## src/hdl/nps_pkg.sv

```systemverilog
package nps_pkg;

    localparam int POINTS     = 1024;
    localparam int IDX_W      = $clog2(POINTS);
    localparam int CNT_W      = 11;
    localparam int SPAN_W     = (IDX_W + 1 > CNT_W) ? IDX_W + 1 : CNT_W;

    localparam int ACT_W      = 2;
    localparam int PIDX_W     = 10;
    localparam int CENTER_W   = 10;
    localparam int OUT_IDX_W  = 10;
    localparam int COORD_W    = 18;
    localparam int QRY_W      = 12;
    localparam int FRAC_W     = 4;
    localparam int QPOS_W     = QRY_W + FRAC_W;
    localparam int DIFF_W     = COORD_W + 1;
    localparam int ABS_W      = COORD_W;
    localparam int SQ_W       = 2 * ABS_W;
    localparam int DSQ_W      = SQ_W + 1;
    localparam int RAD_W      = DSQ_W + 1;
    localparam int DIST_W     = 19;
    localparam int ENTRY_W    = 2 * COORD_W;
    localparam int HALF_SHIFT = 3;

    localparam int QDEPTH     = 2;
    localparam int QPTR_W     = $clog2(QDEPTH);

    localparam logic [ACT_W-1:0] ACT_LOAD   = 2'd0;
    localparam logic [ACT_W-1:0] ACT_FULL   = 2'd1;
    localparam logic [ACT_W-1:0] ACT_WINDOW = 2'd2;

    typedef struct packed {
        logic               is_load;
        logic               is_window;
        logic [IDX_W-1:0]   load_idx;
        logic [COORD_W-1:0] px;
        logic [COORD_W-1:0] py;
        logic [QPOS_W-1:0]  qx;
        logic [QPOS_W-1:0]  qy;
        logic [SPAN_W-1:0]  lo;
        logic [SPAN_W-1:0]  hi;
    } cmd_t;

endpackage

```

## src/hdl/nps_queue.sv

```systemverilog
module nps_queue (
    input  logic          clk,
    input  logic          rst_n,
    input  logic          push_valid,
    output logic          push_ready,
    input  nps_pkg::cmd_t push_cmd,
    output logic          pop_valid,
    input  logic          pop_ready,
    output nps_pkg::cmd_t pop_cmd
);

    nps_pkg::cmd_t               slots [nps_pkg::QDEPTH];
    logic [nps_pkg::QPTR_W-1:0]  wr_ptr_reg;
    logic [nps_pkg::QPTR_W-1:0]  rd_ptr_reg;
    logic [nps_pkg::QPTR_W:0]    count_reg;
    logic                        do_push;
    logic                        do_pop;

    assign push_ready = (count_reg != nps_pkg::QDEPTH[nps_pkg::QPTR_W:0]);
    assign pop_valid  = (count_reg != '0);
    assign pop_cmd    = slots[rd_ptr_reg];
    assign do_push    = push_valid && push_ready;
    assign do_pop     = pop_valid && pop_ready;

    always_ff @(posedge clk or negedge rst_n) begin
        if (!rst_n) begin
            wr_ptr_reg <= '0;
            rd_ptr_reg <= '0;
            count_reg  <= '0;
        end else begin
            if (do_push) begin
                wr_ptr_reg <= wr_ptr_reg + 1'b1;
            end
            if (do_pop) begin
                rd_ptr_reg <= rd_ptr_reg + 1'b1;
            end
            if (do_push && !do_pop) begin
                count_reg <= count_reg + 1'b1;
            end else if (do_pop && !do_push) begin
                count_reg <= count_reg - 1'b1;
            end
        end
    end

    always_ff @(posedge clk) begin
        if (do_push) begin
            slots[wr_ptr_reg] <= push_cmd;
        end
    end

endmodule

```

## config.mk

```make
export PLATFORM = sky130hd
export DESIGN_NAME = nps_queue
export DESIGN_NICKNAME = d
export VERILOG_FILES = /design/src/hdl/nps_pkg.sv /design/src/hdl/nps_queue.sv
export SDC_FILE = /design/constraint.sdc
export NUM_CORES = 1
export LEC_CHECK = 0
export BUFFER_PORTS_ARGS = -buffer_cell sky130_fd_sc_hd__buf_2
export CAP_MARGIN = 20
export CORE_ASPECT_RATIO = 1.4
export CORE_MARGIN = 3
export CORE_UTILIZATION = 52
export CTS_CLUSTER_SIZE = 10
export DETAILED_ROUTE_END_ITERATION = 8
export HOLD_SLACK_MARGIN = 0.1
export PLACE_DENSITY = 0.79
export RECOVER_POWER = 25
export SETUP_SLACK_MARGIN = 0.2
export SLEW_MARGIN = 40
export SYNTH_ARGS = -nofsm -noshare
export SYNTH_HDL_FRONTEND = slang
export SYNTH_SLANG_ARGS = --single-unit
```

## constraint.sdc

```tcl
create_clock -name clk -period 6.2 [get_ports clk]
set_input_delay 1.24 -clock clk [delete_from_list [all_inputs] [get_ports clk]]
set_output_delay 1.24 -clock clk [all_outputs]
set_load 0.005 [all_outputs]
```

==> results of run 1 <==
-- where the power goes --
part	internal, W	switching (W)
combinational	0.000565	0.000524
clock	0.000706	0.000454
sequential	0.00193	0.000151
total	0.00320	0.00113
-- metrics by stage --
| step | worst slack, ns | power (W) | std cells | hold slack [ns] | area [sq um] |
|---|---|---|---|---|---|
| finish | 2.29 | 0.00433 | 749 | 0.513 | 9400 |
| global route | 2.17 | 0.00455 | 749 | 0.535 | 9400 |
| CTS | 2.24 | 0.00440 | 749 | 0.511 | 9430 |
| detailed placement | 2.76 | 0.00322 | 722 | 0.500 | 8790 |
| global placement | 2.80 | 0.00318 | 722 | 0.471 | 8790 |
| floorplan | 1.78 | 0.00277 | 335 | 0.456 | 7570 |
-- path summary, 6_finish.rpt --
path | end | slack (ns) | cells past startpoint
min in group asynchronous | wr_ptr_reg | 0.59 | 1
setup reg to reg | slots[1][94] | 3.86 | 3
hold / removal | count_reg[1] | 0.51 | 1
max in group asynchronous | rd_ptr_reg | 5.39 | 1
hold reg to reg | count_reg[1] | 0.51 | 1
setup / recovery | pop_cmd[25] | 2.29 | 3
-- synthesized netlist by cell type --
| library cell | number |
|---|---|
| xor2_1 | 2 |
| buf_4 | 1 |
| mux2_2 | 102 |
| nand2b_1 | 1 |
| or2_2 | 1 |
| nand2_1 | 2 |
| nor2_1 | 2 |
| edfxtp_1 | 204 |
| ha_1 | 1 |
| inv_1 | 1 |
| buf_6 | 7 |
| and3_1 | 1 |
| xnor2_1 | 3 |
| buf_2 | 3 |
| dfrtp_1 | 4 |
-- cell type report --
class / count / area share, %
Inverter: 1 / 0.0399
Timing Repair Buffer: 213 / 11.2
Tap cell: 185 / 2.46
Clock buffer: 27 / 6.73
Sequential cell: 208 / 66.3
Multi-Input combinational cell: 115 / 13.3
-- worst max-delay path, stage by stage (launching register included) --
cell,delay (ns)
dfrtp_4,0.93
buf_4,0.61
mux2_2,0.43
buf_2,0.13
-- metal layers --
metal,vias to the layer above,part of all wire [%],global-route usage [%]
met5,-,0.049,0
met4,2,4.5,8.84
met3,44,6.9,4.16
met2,155,54,31.7
met1,1873,34,18.8
li1,1774,-,-
-- kinds of logic (layout without fill, tap and decap cells) --
kind of cell,after synthesis,after routing,synth area share [%]
muxes,102,102,15.2
and+or+nand+nor,7,7,0.447
DFF,208,208,82.2
adders and majority gates,1,1,0.165
buffers and inverters,12,241,1.39
xor gates and xnor gates,5,5,0.579
==> impl_results.md, run 1 <==
* Rows at 51
* Mapped Area at 0.00757 sq mm
* Antenna violations before repair at 1
* DR DRC count at 0
* Post-Syn Nets at 442
* CTS Buffer Depth at 3
* Area leader, netlist: edfxtp_1
* Die Y at 149 um
* Die Span X at 108 um
* Clock transition at path regs at 0.05 ns
* DRT iter0 DRCs at 173
* Sequential share of the synthesized area at 82.2%
* Hold_sp: count_reg[1]
* Worst skew pair latency at 0.49 ns
* RSZ-0062 raised after global routing: false
* Crit path from: rd_ptr_reg
* Post-CTS sizing at 0
* Clk sinks at 208
* Cells after Synth at 335
* Layout cells sized above 1 at 57.4%
* GPL Wtd Cong at 0.770
* Routed Antenna Nets at 0
* Initial Util at 53.7%
* CTS Buf Count at 24
* Hold Vio Cnt, Final at 0
* Total grt overflow at 0
* Slew Limit Fails at 0
* Vias/cell at 5.14
* Max reg flops at 204
* Worst hold path type: reg -> reg
* Max-cap violations at 0
* Total number of vias at 3848
* Peak VDD IR at 0.297 mV
* GR Util All Layers at 17.5%
* P&R area growth vs syn at 24.2%
* Max Fanout on Critical Path at 60
* Pin count of the biggest net entering global routing at 61
* Yosys warning count at 0
* H-tree Lvls at 1
* Final clock skew at 0.00790 ns
* Antenna cell count at 0
* Pwr per Cell Area at 461 mW/mm^2
* Final setup viols at 0
* Worst-Margin Slew at 0.798 ns
* Commonest non-fill, non-tap cell in the layout: edfxtp_1
* 1st-pass router iterations at 4
* Worst EP required at 4.96 ns
* Sequential Area at 0.00623 sq mm
* Root buf cell: clkbuf_16
* # IOs at 210
* Area share of the largest cell type after synthesis at 80.9%
* Hold-fix buffers at CTS at 0
* Total negative setup slack at 0 ns
* Status: completed
* Layout Utilization at 66.7%
* Syn_area_per_cell at 22.6 sq um
* DP Wirelength at 9.68 mm
* Final min period at 3.91 ns
* F_max at 0.256 GHz
* Pleak at 3.49 nW
* Core Region at 0.0141 sq mm
* R2R Path Start: count_reg[0]
* DR WL/cell at 19.1 um
* CTS tree: done
* First-pass GRT wire length at 21.5 mm
* Final #Nets at 670
* Area of the multi-input gates at 0.00125 sq mm
* Crit start category: flop
* CP Class: reg -> out
* Crit share post-route at 63.0%
* I/O Buffers at 209
* CP Data Arrival Time at 2.67 ns
* Post-CTS Setup Bufs at 0
* Setup crit end kind: primary output
* Final wirelength at 14.3 mm
* Fillers at 964
* Vias in the first global route at 4301
* Ranking of synthesized cells by area: edfxtp_1, mux2_2, dfrtp_1
* Slew Limit Headroom at 46.8%
* Synth unique cells at 15
* Yosys reg bits at 208
* Die area at 0.0161 sq mm
* Commonest non-fill, non-tap cells in the layout: edfxtp_1, buf_2, mux2_2
No activity file was read; power rests on OpenSTA's default activity.
==> run 2: changes to the inputs <==
--- a/config.mk
+++ b/config.mk
@@ -9,11 +9,11 @@
 export CAP_MARGIN = 20
 export CORE_ASPECT_RATIO = 1.4
 export CORE_MARGIN = 3
-export CORE_UTILIZATION = 52
+export CORE_UTILIZATION = 47
 export CTS_CLUSTER_SIZE = 10
 export DETAILED_ROUTE_END_ITERATION = 8
 export HOLD_SLACK_MARGIN = 0.1
-export PLACE_DENSITY = 0.79
+export PLACE_DENSITY = 0.76
 export RECOVER_POWER = 25
 export SETUP_SLACK_MARGIN = 0.2
 export SLEW_MARGIN = 40
==> constraint.sdc (replaced) <==
create_clock -name clk -period 3.2 [get_ports clk]
set_input_delay 0.64 -clock clk [delete_from_list [all_inputs] [get_ports clk]]
set_output_delay 0.64 -clock clk [all_outputs]
set_load 0.005 [all_outputs]
==> run 2 against run 1 <==
Net effect: combinational power increased by 100%; hold slack got worse by 0.18 ns; non-clock buffer count increased by 3; global-route usage decreased by 1.3 points; clock-buffer cell count increased by 8; routed wire length increased by 0.65%; critical endpoint is now pop_cmd[33].
==> impl_results.md, run 2 (synthesis gave the netlist of run 1 again) <==
* Status: completed (unchanged)
* R2R Path Start: count_reg[0] (unchanged)
* 1st-pass router iterations at 4 (unchanged)
* P&R area growth vs syn at 25.7% (was 24.2%)
* Worst-Margin Slew at 0.737 ns (was 0.798 ns)
* Die Y at 156 um (was 149 um)
* CTS Buf Count at 24 (unchanged)
* DP Wirelength at 9.70 mm (was 9.68 mm)
* Final wirelength at 14.4 mm (was 14.3 mm)
* Total number of vias at 3864 (was 3848)
* Final min period at 2.70 ns
* Die area at 0.0177 sq mm (was 0.0161 sq mm)
* Clock transition at path regs at 0.06 ns (was 0.05 ns)
* Post-CTS Setup Bufs at 0 (unchanged)
* Initial Util at 48.3% (was 53.7%)
* Fillers at 1169 (was 964)
* CTS Buffer Depth at 3 (unchanged)
* Sequential Area at 0.00623 sq mm (unchanged)
* Pin count of the biggest net entering global routing at 57 (was 61)
* CTS tree: done (unchanged)
* RSZ-0062 raised after global routing: false (unchanged)
* Max reg flops at 204 (unchanged)
* DR WL/cell at 18.6 um (was 19.1 um)
* Core Region at 0.0157 sq mm (was 0.0141 sq mm)
* Max Fanout on Critical Path at 40 (was 60)
* I/O Buffers at 209 (unchanged)
* Commonest non-fill, non-tap cells in the layout: edfxtp_1, buf_2, mux2_2 (unchanged)
* Layout cells sized above 1 at 56.9% (was 57.4%)
* Antenna violations before repair at 2 (was 1)
* Max-cap violations at 0 (unchanged)
* Slew Limit Headroom at 50.9% (was 46.8%)
* Hold Vio Cnt, Final at 0 (unchanged)
* F_max at 0.370 GHz
* Rows at 54 (was 51)
* Pleak at 3.53 nW (was 3.49 nW)
* Peak VDD IR at 0.504 mV (was 0.297 mV)
* GR Util All Layers at 16.1% (was 17.5%)
* Worst EP required at 2.56 ns (was 4.96 ns)
* Final setup viols at 0 (unchanged)
* H-tree Lvls at 1 (unchanged)
* Placed Cells at 735 (was 722)
* Crit share post-route at 84.4%
* Reg2reg path depth at 4 (was 3)
* Hold path cells at 1 (unchanged)
* Clk sinks at 208 (unchanged)
* Vias in the first global route at 4487 (was 4301)
* # IOs at 210 (unchanged)
* R2R Setup Slk at 1.34 ns (was 3.86 ns)
* Area of the multi-input gates at 0.00125 sq mm (unchanged)
* Post-CTS sizing at 0 (unchanged)
* Slew Limit Fails at 0 (unchanged)
* Routed Antenna Nets at 0 (unchanged)
* Die Span X at 113 um (was 108 um)
* Final clock skew at 0.0134 ns (was 0.00790 ns)
* Finished Layout Cells at 772 (was 749)
* DRT iter0 DRCs at 214 (was 173)
* Total negative setup slack at 0 ns (unchanged)
* R2r endpoint: slots[0][8] (was slots[1][94])
* Pwr per Cell Area at 895 mW/mm^2 (was 461 mW/mm^2)
* Vias/cell at 5.01 (was 5.14)
* DR DRC count at 0 (unchanged)
* Crit start category: flop (unchanged)
* CP Class: reg -> out (unchanged)
* Root buf cell: clkbuf_16 (unchanged)
* Setup crit end kind: primary output (unchanged)
* Final #Nets at 673 (was 670)
* Worst skew pair latency at 0.49 ns (about the same)
* Worst hold path type: in -> reg (was reg -> reg)
* Hold_sp: push_cmd[16] (was count_reg[1])
* Antenna cell count at 0 (unchanged)
* Total grt overflow at 0 (unchanged)
* CP Data Arrival Time at 2.06 ns (was 2.67 ns)
* GPL Wtd Cong at 0.707 (was 0.770)
* First-pass GRT wire length at 22.5 mm (was 21.5 mm)
* Commonest non-fill, non-tap cell in the layout: edfxtp_1 (unchanged)
* Hold EP: slots[0][16] (was count_reg[1])
==> run 2: where the power goes <==
part	internal [W]	leakage, nW	switching (W)
sequential	0.00373	1.94	0.000233
clock	0.00141	0.321	0.000917
combinational	0.00115	1.27	0.00107
==> run 2: cell type report <==
type,count,area share (%)
multi-input cells,115,13.2
repair buffers,216,11.7
flip-flops and latches,208,65.5
clock buffers,35,6.97
well taps,196,2.58
clock inverters,1,0.0395
inverters,1,0.0395
==> run 2: critical path: stages, from the launching register on <==
cell     delay [ns]
dfrtp_4        0.72
buf_12         0.29
mux2_2         0.38
buf_2          0.13
==> run 2: worst max path at each step <==
stage | from | to | cells after the start
after floorplan | push_valid | slots[0][0] | 2
after global placement | rd_ptr_reg | pop_cmd[19] | 3
after detailed placement | rd_ptr_reg | pop_cmd[41] | 3
after CTS | rd_ptr_reg | pop_cmd[41] | 3
after global routing | rd_ptr_reg | pop_cmd[98] | 3
final | rd_ptr_reg | pop_cmd[33] | 3
==> run 2: per-stage QoR <==
step | power (W) | setup slack (ns) | cell area [sq um] | hold WS, ns | util [%]
final | 0.00852 | 0.498 | 9510 | 0.331 | 60.7
after global routing | 0.00898 | 0.404 | 9510 | 0.311 | 60.7
after CTS | 0.00865 | 0.469 | 9540 | 0.312 | 60.8
after detailed placement | 0.00629 | 1.00 | 8860 | 0.457 | 56.5
after global placement | 0.00620 | 1.03 | 8860 | 0.462 | 56.5
after floorplan | 0.00534 | 0.511 | 7580 | 0.344 | -
==> run 2: routing by layer <==
layer,GRT usage [%],share of wire (%),up-vias
li1,-,-,1790
met1,18.1,36,1881
met2,29.4,54,156
met3,4.31,7.0,33
met4,5.90,2.6,4
met5,0,0.24,-
==> run 2: repair_timing <==
item	in CTS	in global routing
endpoints found under the hold margin	4	0
hold buffers	1	0
endpoints found under the setup margin	0	0
