## config.mk

```make
export PLATFORM = sky130hd
export DESIGN_NAME = nps_front_flat
export DESIGN_NICKNAME = d
export VERILOG_FILES = /design/src/hdl/nps_pkg.sv /design/src/hdl/nps_in_if.sv /design/src/hdl/nps_cfg_if.sv /design/src/hdl/nps_front.sv /design/src/flat_wrapper.sv
export SDC_FILE = /design/constraint.sdc
export NUM_CORES = 1
export LEC_CHECK = 0
export BUFFER_PORTS_ARGS = -buffer_cell sky130_fd_sc_hd__buf_2
export CORE_ASPECT_RATIO = 1.2
export CORE_MARGIN = 3
export CORE_UTILIZATION = 42
export DETAILED_ROUTE_END_ITERATION = 10
export PLACE_DENSITY = 0.93
export SLEW_MARGIN = 20
export SYNTH_ARGS = -nofsm -noshare
export SYNTH_HDL_FRONTEND = slang
export SYNTH_SLANG_ARGS = --single-unit
```

## constraint.sdc

```tcl
create_clock -name clk -period 10 [get_ports clk]
set_input_delay 0.5 -clock clk [delete_from_list [all_inputs] [get_ports clk]]
set_output_delay 0.5 -clock clk [all_outputs]
set_load 0.01 [all_outputs]
```

## src/hdl/nps_pkg.sv

```systemverilog
package nps_pkg;

    localparam int POINTS     = 1024;
    localparam int IDX_W      = $clog2(POINTS);
    localparam int CNT_W      = 11;
    localparam int SPAN_W     = (IDX_W + 1 > CNT_W) ? IDX_W + 1 : CNT_W;

    localparam int ACT_W      = 2;
    localparam int PIDX_W     = 10;
    localparam int CENTER_W   = 10;
    localparam int OUT_IDX_W  = 10;
    localparam int COORD_W    = 18;
    localparam int QRY_W      = 12;
    localparam int FRAC_W     = 4;
    localparam int QPOS_W     = QRY_W + FRAC_W;
    localparam int DIFF_W     = COORD_W + 1;
    localparam int ABS_W      = COORD_W;
    localparam int SQ_W       = 2 * ABS_W;
    localparam int DSQ_W      = SQ_W + 1;
    localparam int RAD_W      = DSQ_W + 1;
    localparam int DIST_W     = 19;
    localparam int ENTRY_W    = 2 * COORD_W;
    localparam int HALF_SHIFT = 3;

    localparam int QDEPTH     = 2;
    localparam int QPTR_W     = $clog2(QDEPTH);

    localparam logic [ACT_W-1:0] ACT_LOAD   = 2'd0;
    localparam logic [ACT_W-1:0] ACT_FULL   = 2'd1;
    localparam logic [ACT_W-1:0] ACT_WINDOW = 2'd2;

    typedef struct packed {
        logic               is_load;
        logic               is_window;
        logic [IDX_W-1:0]   load_idx;
        logic [COORD_W-1:0] px;
        logic [COORD_W-1:0] py;
        logic [QPOS_W-1:0]  qx;
        logic [QPOS_W-1:0]  qy;
        logic [SPAN_W-1:0]  lo;
        logic [SPAN_W-1:0]  hi;
    } cmd_t;

endpackage

```

## src/hdl/nps_in_if.sv

```systemverilog
interface nps_in_if;
    logic                          valid;
    logic                          ready;
    logic [nps_pkg::ACT_W-1:0]     action;
    logic [nps_pkg::PIDX_W-1:0]    point_index;
    logic signed [nps_pkg::COORD_W-1:0] point_x;
    logic signed [nps_pkg::COORD_W-1:0] point_y;
    logic [nps_pkg::QRY_W-1:0]     query_row;
    logic [nps_pkg::QRY_W-1:0]     query_col;
    logic [nps_pkg::CENTER_W-1:0]  center_index;

    modport source (output valid, action, point_index, point_x, point_y, query_row,
                    query_col, center_index, input ready);
    modport sink   (input valid, action, point_index, point_x, point_y, query_row,
                    query_col, center_index, output ready);
endinterface

```

## src/hdl/nps_cfg_if.sv

```systemverilog
interface nps_cfg_if;
    logic                       valid;
    logic                       ready;
    logic [nps_pkg::CNT_W-1:0]  point_count;

    modport source (output valid, point_count, input ready);
    modport sink   (input valid, point_count, output ready);
endinterface

```

## src/hdl/nps_front.sv

```systemverilog
module nps_front (
    input  logic          clk,
    input  logic          rst_n,
    nps_in_if.sink        req,
    nps_cfg_if.sink       cfg,
    output logic          push_valid,
    input  logic          push_ready,
    output nps_pkg::cmd_t push_cmd
);

    logic [nps_pkg::CNT_W-1:0]  pc_reg;
    logic [nps_pkg::SPAN_W-1:0] n;
    logic [nps_pkg::SPAN_W-1:0] half;
    logic [nps_pkg::SPAN_W-1:0] ctr;
    logic [nps_pkg::SPAN_W-1:0] wlo;
    logic [nps_pkg::SPAN_W:0]   whi_raw;
    logic [nps_pkg::SPAN_W-1:0] whi;
    logic                       load_ok;
    logic                       is_load;
    logic                       is_full;
    logic                       is_window;

    assign cfg.ready = 1'b1;

    always_ff @(posedge clk or negedge rst_n) begin
        if (!rst_n) begin
            pc_reg <= nps_pkg::CNT_W'(1);
        end else if (cfg.valid) begin
            pc_reg <= cfg.point_count;
        end
    end

    always_comb begin
        is_load   = (req.action == nps_pkg::ACT_LOAD);
        is_full   = (req.action == nps_pkg::ACT_FULL);
        is_window = (req.action == nps_pkg::ACT_WINDOW);
        load_ok   = nps_pkg::SPAN_W'(req.point_index) < nps_pkg::SPAN_W'(nps_pkg::POINTS);

        n = (nps_pkg::SPAN_W'(pc_reg) > nps_pkg::SPAN_W'(nps_pkg::POINTS))
            ? nps_pkg::SPAN_W'(nps_pkg::POINTS) : nps_pkg::SPAN_W'(pc_reg);
        half    = n >> nps_pkg::HALF_SHIFT;
        ctr     = nps_pkg::SPAN_W'(req.center_index);
        wlo     = (ctr > half) ? ctr - half : '0;
        whi_raw = {1'b0, ctr} + {1'b0, half};
        whi     = (whi_raw > {1'b0, n}) ? n : whi_raw[nps_pkg::SPAN_W-1:0];

        push_cmd.is_load   = is_load;
        push_cmd.is_window = is_window;
        push_cmd.load_idx  = nps_pkg::IDX_W'(req.point_index);
        push_cmd.px        = req.point_x;
        push_cmd.py        = req.point_y;
        push_cmd.qx        = {req.query_col, {nps_pkg::FRAC_W{1'b0}}};
        push_cmd.qy        = {req.query_row, {nps_pkg::FRAC_W{1'b0}}};
        push_cmd.lo        = is_window ? wlo : '0;
        push_cmd.hi        = is_window ? whi : n;
    end

    // Unused actions and loads beyond the store are taken and dropped here.
    assign push_valid = req.valid && ((is_load && load_ok) || is_full || is_window);
    assign req.ready  = push_ready;

endmodule

```

## src/flat_wrapper.sv

```systemverilog
// flat-port wrapper written by rule: the top's interface ports become plain ports
module nps_front_flat 
  (clk, rst_n, push_valid, push_ready, push_cmd, req_valid, req_action, req_point_index, req_point_x, req_point_y, req_query_row, req_query_col, req_center_index, req_ready, cfg_valid, cfg_point_count, cfg_ready);
  nps_in_if req_i ();
  nps_cfg_if cfg_i ();
  input  logic clk;
  input  logic rst_n;
  output logic push_valid;
  input  logic push_ready;
  output nps_pkg::cmd_t push_cmd;
  input wire logic [$bits(req_i.valid)-1:0] req_valid;
  input wire logic [$bits(req_i.action)-1:0] req_action;
  input wire logic [$bits(req_i.point_index)-1:0] req_point_index;
  input wire logic [$bits(req_i.point_x)-1:0] req_point_x;
  input wire logic [$bits(req_i.point_y)-1:0] req_point_y;
  input wire logic [$bits(req_i.query_row)-1:0] req_query_row;
  input wire logic [$bits(req_i.query_col)-1:0] req_query_col;
  input wire logic [$bits(req_i.center_index)-1:0] req_center_index;
  output wire logic [$bits(req_i.ready)-1:0] req_ready;
  input wire logic [$bits(cfg_i.valid)-1:0] cfg_valid;
  input wire logic [$bits(cfg_i.point_count)-1:0] cfg_point_count;
  output wire logic [$bits(cfg_i.ready)-1:0] cfg_ready;
  assign req_i.valid = req_valid;
  assign req_i.action = req_action;
  assign req_i.point_index = req_point_index;
  assign req_i.point_x = req_point_x;
  assign req_i.point_y = req_point_y;
  assign req_i.query_row = req_query_row;
  assign req_i.query_col = req_query_col;
  assign req_i.center_index = req_center_index;
  assign req_ready = req_i.ready;
  assign cfg_i.valid = cfg_valid;
  assign cfg_i.point_count = cfg_point_count;
  assign cfg_ready = cfg_i.ready;
  nps_front u_core (.clk(clk), .rst_n(rst_n), .req(req_i), .cfg(cfg_i), .push_valid(push_valid), .push_ready(push_ready), .push_cmd(push_cmd));
endmodule
```

==> results of run 1 <==
-- path summary, 6_finish.rpt --
check / from / endpoint / slack, ps / depth (start not counted)
hold / removal: rst_n / u_core.pc_reg[1] / 120 / 1
setup / recovery: u_core.pc_reg[10] / push_cmd[9] / 5110 / 16
setup reg to reg: u_core.pc_reg[10] / u_core.pc_reg[10] / 9010 / 2
max in group asynchronous: rst_n / u_core.pc_reg[0] / 9620 / 1
min in group clk: cfg_point_count[10] / u_core.pc_reg[10] / 500 / 3
hold reg to reg: u_core.pc_reg[4] / u_core.pc_reg[4] / 500 / 1
-- cells in the final DEF, fill, tap and decap left out, types with 4 or more instances in the layout --
| cell | n |
|---|---|
| buf_2 | 51 |
| a211oi_1 | 6 |
| nand2_1 | 12 |
| ha_1 | 27 |
| inv_1 | 18 |
| mux2_2 | 18 |
| a21oi_1 | 10 |
| nor2_1 | 21 |
| nand4_1 | 4 |
| conb_1 | 9 |
| o21ai_0 | 9 |
| dfrtp_1 | 10 |
| nor2b_1 | 4 |
| xnor2_1 | 10 |
-- final cells by class --
class | count | area [µm²] | share of cell area
repair buffers | 51 | 255.2 | 0.1222
flip-flops and latches | 11 | 276.5 | 0.1323
clock buffers | 4 | 45.04 | 0.02156
multi-input cells | 173 | 1360 | 0.6509
inverters | 20 | 75.07 | 0.03593
well taps | 62 | 77.57 | 0.03713
-- where the power goes --
| group | total [mW] | internal, mW | switching (mW) |
|---|---|---|---|
| Combinational | 0.160 | 0.0695 | 0.0901 |
| Clock | 0.0422 | 0.0278 | 0.0144 |
| Sequential | 0.0521 | 0.0494 | 0.00272 |
-- synthesized netlist by cell type, types with 2 or more instances --
cell type / number / area, µm²
buf_4: 83 / 623.1
ha_1: 27 / 337.8
nor2_1: 21 / 78.83
inv_1: 18 / 67.56
mux2_2: 18 / 202.7
nand2_1: 12 / 45.04
a21oi_1: 10 / 50.05
dfrtp_1: 10 / 250.2
xnor2_1: 10 / 87.58
o21ai_0: 9 / 45.04
a211oi_1: 6 / 45.04
nand4_1: 4 / 25.02
nor2b_1: 4 / 25.02
o21a_1: 3 / 22.52
a21o_1: 2 / 15.01
buf_6: 2 / 22.52
conb_1: 2 / 7.510
fa_1: 2 / 40.04
nand2b_1: 2 / 12.51
nor3_1: 2 / 10.01
o21ai_2: 2 / 17.52
o21bai_1: 2 / 15.01
or2_2: 2 / 12.51
or3_1: 2 / 12.51
xor2_1: 2 / 17.52
-- worst max-delay path, delay by kind of cell, from the launching register on --
kind	cells	cell delay (ps)
flops	1	420
compound gates	5	1350
fa+ha+maj	3	920
buf+inv	3	470
mux	1	330
simple gates	4	680
-- cell families (layout without fill, tap and decap cells) --
logic type / Yosys count / in the layout / share of synthesized area
fa+ha+maj: 29 / 29 / 0.1612
flops: 11 / 11 / 0.1179
compound gates: 47 / 47 / 0.1457
buf+inv: 108 / 75 / 0.3132
other cells: 2 / 9 / 0.003203
simple gates: 56 / 56 / 0.1169
mux: 20 / 20 / 0.09711
xor+xnor: 12 / 12 / 0.04482
-- metrics by stage --
step | power (mW) | instances
after floorplan | 0.2012 | 292
after global placement | 0.2055 | 317
after detailed placement | 0.2117 | 317
after CTS | 0.2560 | 321
after global routing | 0.2775 | 321
final | 0.2539 | 321
-- layer usage --
metal / global-route usage / up-vias
li1: - / 817
met1: 0.1564 / 805
met2: 0.3210 / 114
met3: 0.08037 / 28
met4: 0.09061 / 2
met5: 0.07143 / -
==> impl_metrics.csv, run 1 <==
group,metric,value,unit
finish,final_util,0.3917,
synth,synth.yosys.seq_area_share,0.1179,
sta,totalNegativeSetupSlack,0,ps
placement,place_hpwl,5335,µm
floorplan,fp-row-count,29,
floorplan,coreArea,0.005334,mm²
clocking,clk_latency,230,ps
synth,ys_seq_elements,11,
synth,synth_cell_types,53,
sta,min_period,4894,ps
grt,grt_max_degree,13,
detailed_routing,wl_per_cell,18.51,µm
critical_path,startpoint_type,"register",
detailed_routing,met2RoutedLength,3012,µm
detailed_routing,first_pass_iters,4,
clocking,cts_sinks,11,
clocking,ctsResizeCount,0,
critical_path,worst-path-max-fanout,10,
sta,slew_viol_final,0,
clocking,holdBufCountCts,0,
finish,nets,387,
clocking,cts_tree,"done",
floorplan,fp.dieW,74.21,µm
power,powerDensity,121.5,mW/mm²
floorplan,ios,203,
clocking,clockBufferDepth,2,
synth,synth.cell_area,0.002345,mm²
finish,nFillCells,541,
finish,syn_to_final_growth,-10.89,%
detailed_routing,drc,0,
floorplan,fp.dieArea,0.006519,mm²
power,ir_drop,0.09786,mV
grt,track_usage,0.1767,
sta,rsz0062_at_grt,"no",
critical_path,cp_cell_sequence,"clkinv_1 > nand2_1 > inv_1 > ha_1 > fa_1 > a21oi_1 > o41ai_1 > o41a_1 > and3_1 > ha_1 > nand3_1 > a211o_1 > a31oi_1 > nor2_4 > mux2_4 > buf_2",
grt,grt_pass1_wl,8790,µm
sta,final_hold_viol_count,0,
critical_path,crit_type,"reg2out",
sta,final.setup.worst_slack,5106,ps
synth,synth_edf_count,0,
critical_path,worst_path_most_repeated_cell,"ha_1",
finish,n_antenna_cell,0,
sta,setup_violations,0,
critical_path,cp_slowest_cell,"dfrtp_1",
grt,antenna_found_initial,0,
critical_path,cp.required,9500,ps
detailed_routing,via_count,1766,
detailed_routing,wl_met1,1760,µm
clocking,clk_pin_slew_worst_paths,40,ps
finish,largest_register_ffs,11,
synth,ys.flop_type,"dfrtp_1",
floorplan,start_util,0.4396,
critical_path,worstPathArrival,4390,ps
detailed_routing,first_iter_violations,40,
grt,overflow,0,
detailed_routing,wl_met3,879,µm
critical_path,max_stage_delay,420,ps
sta,clock_skew,0,ps
critical_path,endpoint_kind,"output port",
clocking,cts_buffers,3,
sta,fmax,204.3,MHz
synth,syn_inst,285,
finish,drive_above_1_share,0.3166,
power,p_leak,1.059,nW
grt,grt_pass1_vias,1774,
floorplan,die_h,87.85,µm
synth,yosysWarningCount,0,
min_path,hold_class,"in2async",
outcome,outcome,"completed",
detailed_routing,top_layer,"met5",
synth,syn_avg_cell_area,8.227,µm²
flow_run,maxCapViolCount,0,
detailed_routing,drt-total-wl,5943,µm
detailed_routing,ant_nets,0,
sta,hold_ws,122.1,ps
detailed_routing,viasPerCell,5.502,
clocking,post_cts_buffers,0,
synth,synth_async_sr_flop_share,1.000,
placement,dpl-instance-area,0.002044,mm²
finish,postLayoutCellArea,0.002090,mm²
sta,min_period_over_period,0.4894,
clocking,root_buffer,"clkbuf_8",
placement,pre_cts_slack,5387,ps
placement,port_buffers,51,
placement,routabilityCongestion,0.9278,
clocking,cts_max_level,1,
(Power assumes the default switching activity.)
==> run 2: changes to the inputs <==
Settings changed: CORE_UTILIZATION 42 to 39, PLACE_DENSITY 0.93 to 0.87.
Clock period 10 ns to 4.9 ns, I/O delays scaled along.
==> run 2 against run 1 <==
  * Clock power is 100% higher
  * Sequential power grew 110%
  * Largest power group unchanged
  * Design area increased by 1.7%
  * Cell count is 5.9% higher
  * First-iteration DRC count increased by 57%
  * Sequential share of layout area down 0.23 points
  * Critical path type unchanged
  * Utilization fell by 2.2 points
  * Flip-flop and latch count stayed put
  * Largest cell class unchanged
  * Via count fell by 0.17%
  * Clock skew unchanged
  * Power up 110%
  * Hold slack better by 120 ps
==> impl_metrics.csv, run 2 (same netlist as run 1, synthesis figures left out) <==
group,metric,value,unit
flow_run,maxCapViolCount,0,
placement,routabilityCongestion,0.8581,
critical_path,cp_slowest_cell,"dfrtp_1",
detailed_routing,viasPerCell,5.185,
detailed_routing,ant_nets,0,
critical_path,endpoint_kind,"output port",
critical_path,max_stage_delay,460,ps
finish,nets,388,
finish,final_cell_mix,"buf_2, ha_1, nor2_1",
grt,grt_pass1_wl,9142,µm
critical_path,path_buf_inv,3,
grt,grt_max_degree,13,
placement,place_hpwl,5123,µm
sta,setup_violations,0,
finish,drive_above_1_share,0.3192,
floorplan,die_h,90.94,µm
critical_path,crit_type,"reg2out",
floorplan,ios,203,
min_path,min_path_cells,3,
finish,postLayoutCellArea,0.002126,mm²
clocking,root_buffer,"clkbuf_8",
clocking,post_cts_buffers,0,
grt,overflow,0,
power,swShare,0.4241,
critical_path,crit_path_end,"push_cmd[6]",
outcome,outcome,"completed",
floorplan,coreArea,0.005743,mm²
clocking,cts_buffers,3,
grt,antenna_found_initial,0,
power,p_int,0.3004,mW
min_path,min_from,"cfg_point_count[10]",
floorplan,fp.dieW,76.78,µm
sta,clock_skew,0,ps
grt,grt_pass1_vias,1837,
critical_path,worst-path-max-fanout,10,
power,ir_drop,0.3157,mV
power,powerDensity,245.4,mW/mm²
clocking,clk_pin_slew_worst_paths,50,ps
critical_path,cp.required,4660,ps
critical_path,cp_cell_sequence,"clkinvlp_4 > nand2_1 > inv_1 > ha_1 > fa_1 > a21oi_1 > o41ai_1 > o41a_1 > and3_1 > ha_1 > nand3_1 > a211o_1 > a31oi_1 > nor2_4 > mux2_2 > buf_2",
critical_path,rr_worst_depth,2,
sta,rsz0062_at_grt,"no",
finish,n_antenna_cell,0,
power,clkPwrFrac,0.163,
sta,final_hold_viol_count,0,
floorplan,fp.dieArea,0.006982,mm²
floorplan,start_util,0.4083,
clocking,cts_sinks,11,
detailed_routing,first_iter_violations,63,
sta,min_period,4560,ps
clocking,clk_latency,230,ps
detailed_routing,wl_per_cell,17.34,µm
detailed_routing,first_pass_iters,4,
critical_path,cp.depth,16,
sta,slew_viol_final,0,
critical_path,worstReg2RegEnd,"u_core.pc_reg[10]",
floorplan,fp-row-count,30,
placement,port_buffers,51,
critical_path,critPathLaunch,"u_core.pc_reg[10]",
sta,fmax,219.3,MHz
critical_path,worstPathArrival,4320,ps
finish,final_common_cell,"buf_2",
critical_path,startpoint_type,"register",
power,power_frac_seq,0.205,
detailed_routing,via_count,1763,
critical_path,cp_top_family,"compound AO/OA/AOI/OAI gates",
critical_path,worst_path_most_repeated_cell,"ha_1",
clocking,clockBufferDepth,2,
min_path,hold_class,"in2reg",
sta,totalNegativeSetupSlack,0,ps
power,power.switching,0.2212,mW
clocking,cts_tree,"done",
critical_path,r2r-start,"u_core.pc_reg[10]",
power,p_leak,1.062,nW
detailed_routing,drc,0,
finish,syn_to_final_growth,-9.338,%
clocking,cts_max_level,1,
power,p_comb_frac,0.632,
grt,track_usage,0.1590,
sta,min_period_over_period,0.9306,
critical_path,rrSetupSlack,3910,ps
detailed_routing,drt-total-wl,5896,µm
finish,largest_register_ffs,11,
placement,dpl-instance-area,0.002067,mm²
-- run 2: changes by cell type in the layout (fill, tap and decap cells not counted), sizes merged --
cell / before / now
clkinv: 1 / 0
clkinvlp: 0 / 1
dlygate4sd3: 0 / 1
-- run 2: area by class of cell --
| class | instances | area, µm² |
|---|---|---|
| Timing Repair Buffer | 52 | 265.3 |
| Tap cell | 80 | 100.1 |
| Clock buffer | 4 | 45.04 |
| Fill cell | 594 | 3617 |
| Sequential cell | 11 | 276.5 |
| Multi-Input combinational cell | 173 | 1360 |
| Inverter | 20 | 78.83 |
-- run 2: how the worst min path moves through the flow --
| stage | to | slack (ps) |
|---|---|---|
| final | u_core.pc_reg[10] | 240 |
| after global routing | u_core.pc_reg[3] | 250 |
| after CTS | u_core.pc_reg[10] | 240 |
| after detailed placement | u_core.pc_reg[3] | 120 |
| after global placement | u_core.pc_reg[1] | 120 |
| after floorplan | u_core.pc_reg[10] | -50 |
-- run 2: metal layers --
layer	vias up	routed length, µm	global-route usage
met5	-	0	0
met3	34	745	0.07242
li1	819	-	-
met1	805	1927	0.1455
met4	0	226	0.07704
met2	105	2995	0.2929
-- run 2: metrics by stage --
step                std cells  total power, mW  hold slack, ps  utilization  setup WS [ps]
finish                    340           0.5216           238.5       0.3702          340.0
global route              340           0.5686           252.8       0.3702          45.92
CTS                       340           0.5241           235.0       0.3695          306.1
detailed placement        335           0.4345           120.6       0.3599          562.4
global placement          335           0.4219           118.1       0.3599          790.3
floorplan                 292           0.4106          -50.59            -           1145
-- run 2: worst register-to-register path, delay by kind of cell, from the launching register on --
family | cells | cell delay (ps)
compound gates | 1 | 200
buf+inv | 1 | 250
flops | 1 | 460
-- run 2: what timing repair did --
item	in CTS	in global routing
gates resized for setup	0	1
endpoints found under the hold margin	10	0
setup endpoints to repair	0	7
hold buffers	1	0
-- run 2: power groups by stage --
stage                     sequential (mW)  clock, mW  combinational (mW)
after floorplan                     0.106          0               0.305
after global placement              0.107          0               0.315
after detailed placement            0.108          0               0.327
after CTS                           0.107     0.0883               0.329
after global routing                0.108     0.0935               0.367
final                               0.107     0.0850               0.330
==> run 3: changes to the inputs <==
--- a/config.mk
+++ b/config.mk
@@ -8,7 +8,9 @@
 export BUFFER_PORTS_ARGS = -buffer_cell sky130_fd_sc_hd__buf_2
+export CELL_PAD_IN_SITES_DETAIL_PLACEMENT = 1
+export CELL_PAD_IN_SITES_GLOBAL_PLACEMENT = 2
 export CORE_ASPECT_RATIO = 1.2
 export CORE_MARGIN = 3
-export CORE_UTILIZATION = 39
+export CORE_UTILIZATION = 20
 export DETAILED_ROUTE_END_ITERATION = 10
-export PLACE_DENSITY = 0.87
+export PLACE_DENSITY = 0.9
 export SLEW_MARGIN = 20
==> constraint.sdc (replaced) <==
create_clock -name clk -period 5.4 [get_ports clk]
set_input_delay 0.27 -clock clk [delete_from_list [all_inputs] [get_ports clk]]
set_output_delay 0.27 -clock clk [all_outputs]
set_load 0.05 [all_outputs]
==> run 3 against run 2 <==
  * Clock skew did not move
  * Cell count rose by 22%
  * Sequential power fell by 9%
  * Critical path depth did not move
  * Hold slack improved by 24 ps
  * Non-clock buffer count did not move
  * Design area rose by 5.8%
  * Clock-buffer cell count did not move
  * Die area rose by 87%
  * First-iteration DRC count rose by 40%
  * Utilization fell by 17 points
==> impl_metrics.csv, run 3 (same netlist as run 1, synthesis figures left out) <==
group,metric,value,unit
outcome,outcome,"completed",
finish,drive_above_1_share,0.3154,
clocking,cts_buffers,3,
clocking,cts_tree,"done",
detailed_routing,first_pass_iters,4,
clocking,cts_sinks,11,
sta,final_hold_viol_count,0,
grt,overflow,0,
sta,setup_violations,0,
finish,final_common_cell,"buf_2",
critical_path,startpoint_type,"register",
floorplan,die_h,124.6,µm
power,ir_drop,0.2127,mV
grt,track_usage,0.09323,
sta,fmax,205.6,MHz
min_path,hold_class,"in2reg",
finish,n_antenna_cell,0,
min_path,min_from,"cfg_point_count[10]",
placement,port_buffers,51,
sta,clock_skew,0,ps
critical_path,worstPathArrival,4590,ps
finish,nets,388,
sta,worst_pin_slew,499.5,ps
placement,place_hpwl,5403,µm
critical_path,worst-path-max-fanout,10,
floorplan,ios,203,
floorplan,coreArea,0.01125,mm²
grt,grt_max_degree,13,
critical_path,critPathLaunch,"u_core.pc_reg[10]",
clocking,clockBufferDepth,2,
floorplan,fp.dieW,104.8,µm
finish,largest_register_ffs,11,
sta,rsz0062_at_grt,"no",
critical_path,cp.required,5130,ps
power,powerDensity,274.2,mW/mm²
clocking,post_cts_buffers,0,
detailed_routing,ant_nets,0,
finish,final_util,0.1999,
sta,totalNegativeSetupSlack,0,ps
sta,min_period,4865,ps
floorplan,start_util,0.2085,
finish,syn_to_final_growth,-4.109,%
finish,final_cell_mix,"buf_2, ha_1, nor2_1",
grt,grt_pass1_vias,1905,
clocking,holdBufCountCts,1,
grt,antenna_found_initial,0,
placement,routabilityCongestion,0.8778,
clocking,clk_pin_slew_worst_paths,40,ps
clocking,ctsResizeCount,0,
critical_path,endpoint_kind,"output port",
floorplan,fp-row-count,42,
flow_run,maxCapViolCount,0,
detailed_routing,wl_per_cell,15.07,µm
power,p_leak,1.079,nW
clocking,cts_max_level,1,
clocking,clk_latency,230,ps
detailed_routing,via_count,1706,
detailed_routing,drt-total-wl,6237,µm
detailed_routing,viasPerCell,4.121,
critical_path,r2r-start,"u_core.pc_reg[10]",
sta,maxSlewHeadroom,0.6627,
floorplan,fp.dieArea,0.01306,mm²
sta,min_period_over_period,0.9009,
grt,grt_pass1_wl,10040,µm
critical_path,crit_type,"reg2out",
detailed_routing,first_iter_violations,88,
detailed_routing,drc,0,
sta,slew_viol_final,0,
clocking,root_buffer,"clkbuf_16",
-- run 3: cell types whose count changed in the layout (fill, tap and decap cells not counted), sizes merged --
cell / change
clkinvlp: -1
clkinv: +1
-- run 3: per-stage QoR --
| stage | setup WS [ps] | cell area (µm²) | cells | hold slack, ps | power [mW] |
|---|---|---|---|---|---|
| after detailed placement | 736.5 | 2160 | 409 | 154.2 | 0.4890 |
| after floorplan | 1116 | 2371 | 292 | -25.59 | 0.5433 |
| after CTS | 465.7 | 2248 | 414 | 255.5 | 0.6259 |
| final | 535.2 | 2248 | 414 | 262.0 | 0.6165 |
| after global placement | 870.6 | 2160 | 409 | 143.5 | 0.4779 |
| after global routing | 273.0 | 2248 | 414 | 272.6 | 0.6660 |
-- run 3: cell type report --
class,instances,area (µm²)
sequential,11,276.5
multi-input combinational,173,1360
timing repair buffer,52,265.3
fill,1386,8997
tap,154,192.7
clock buffer,4,78.83
inverter,20,75.07
-- run 3: final timing paths --
check,end,slack (ps),cells after the start
max reg2reg,u_core.pc_reg[10],4370,2
max,push_cmd[5],540,16
min in group asynchronous,u_core.pc_reg[7],430,2
max in group asynchronous,u_core.pc_reg[0],4710,2
min reg2reg,u_core.pc_reg[7],510,1
min,u_core.pc_reg[10],260,3
-- run 3: critical path: stages (launching register included) --
cell and delay, ps:
dfrtp_1 430, clkinv_1 290, nand2_1 200, inv_1 100, ha_1 220, fa_1 410, a21oi_1 220, o41ai_1 130
o41a_1 350, and3_1 220, ha_1 300, nand3_1 150, nor3_1 250, a31oi_1 120, nor2_4 350, mux2_2 390
buf_2 210
-- run 3: per-layer routing --
layer / track usage / vias to the layer above / wire, µm
li1: - / 818 / -
met3: 0.01659 / 32 / 347
met1: 0.1008 / 798 / 2440
met2: 0.1749 / 58 / 3249
met5: 0 / - / 0
met4: 0.04015 / 0 / 200
-- run 3: power breakdown --
part / total (mW) / internal [mW] / switching (mW)
Clock: 0.132 / 0.0988 / 0.0333
Combinational: 0.387 / 0.130 / 0.257
Sequential: 0.0972 / 0.0916 / 0.00563
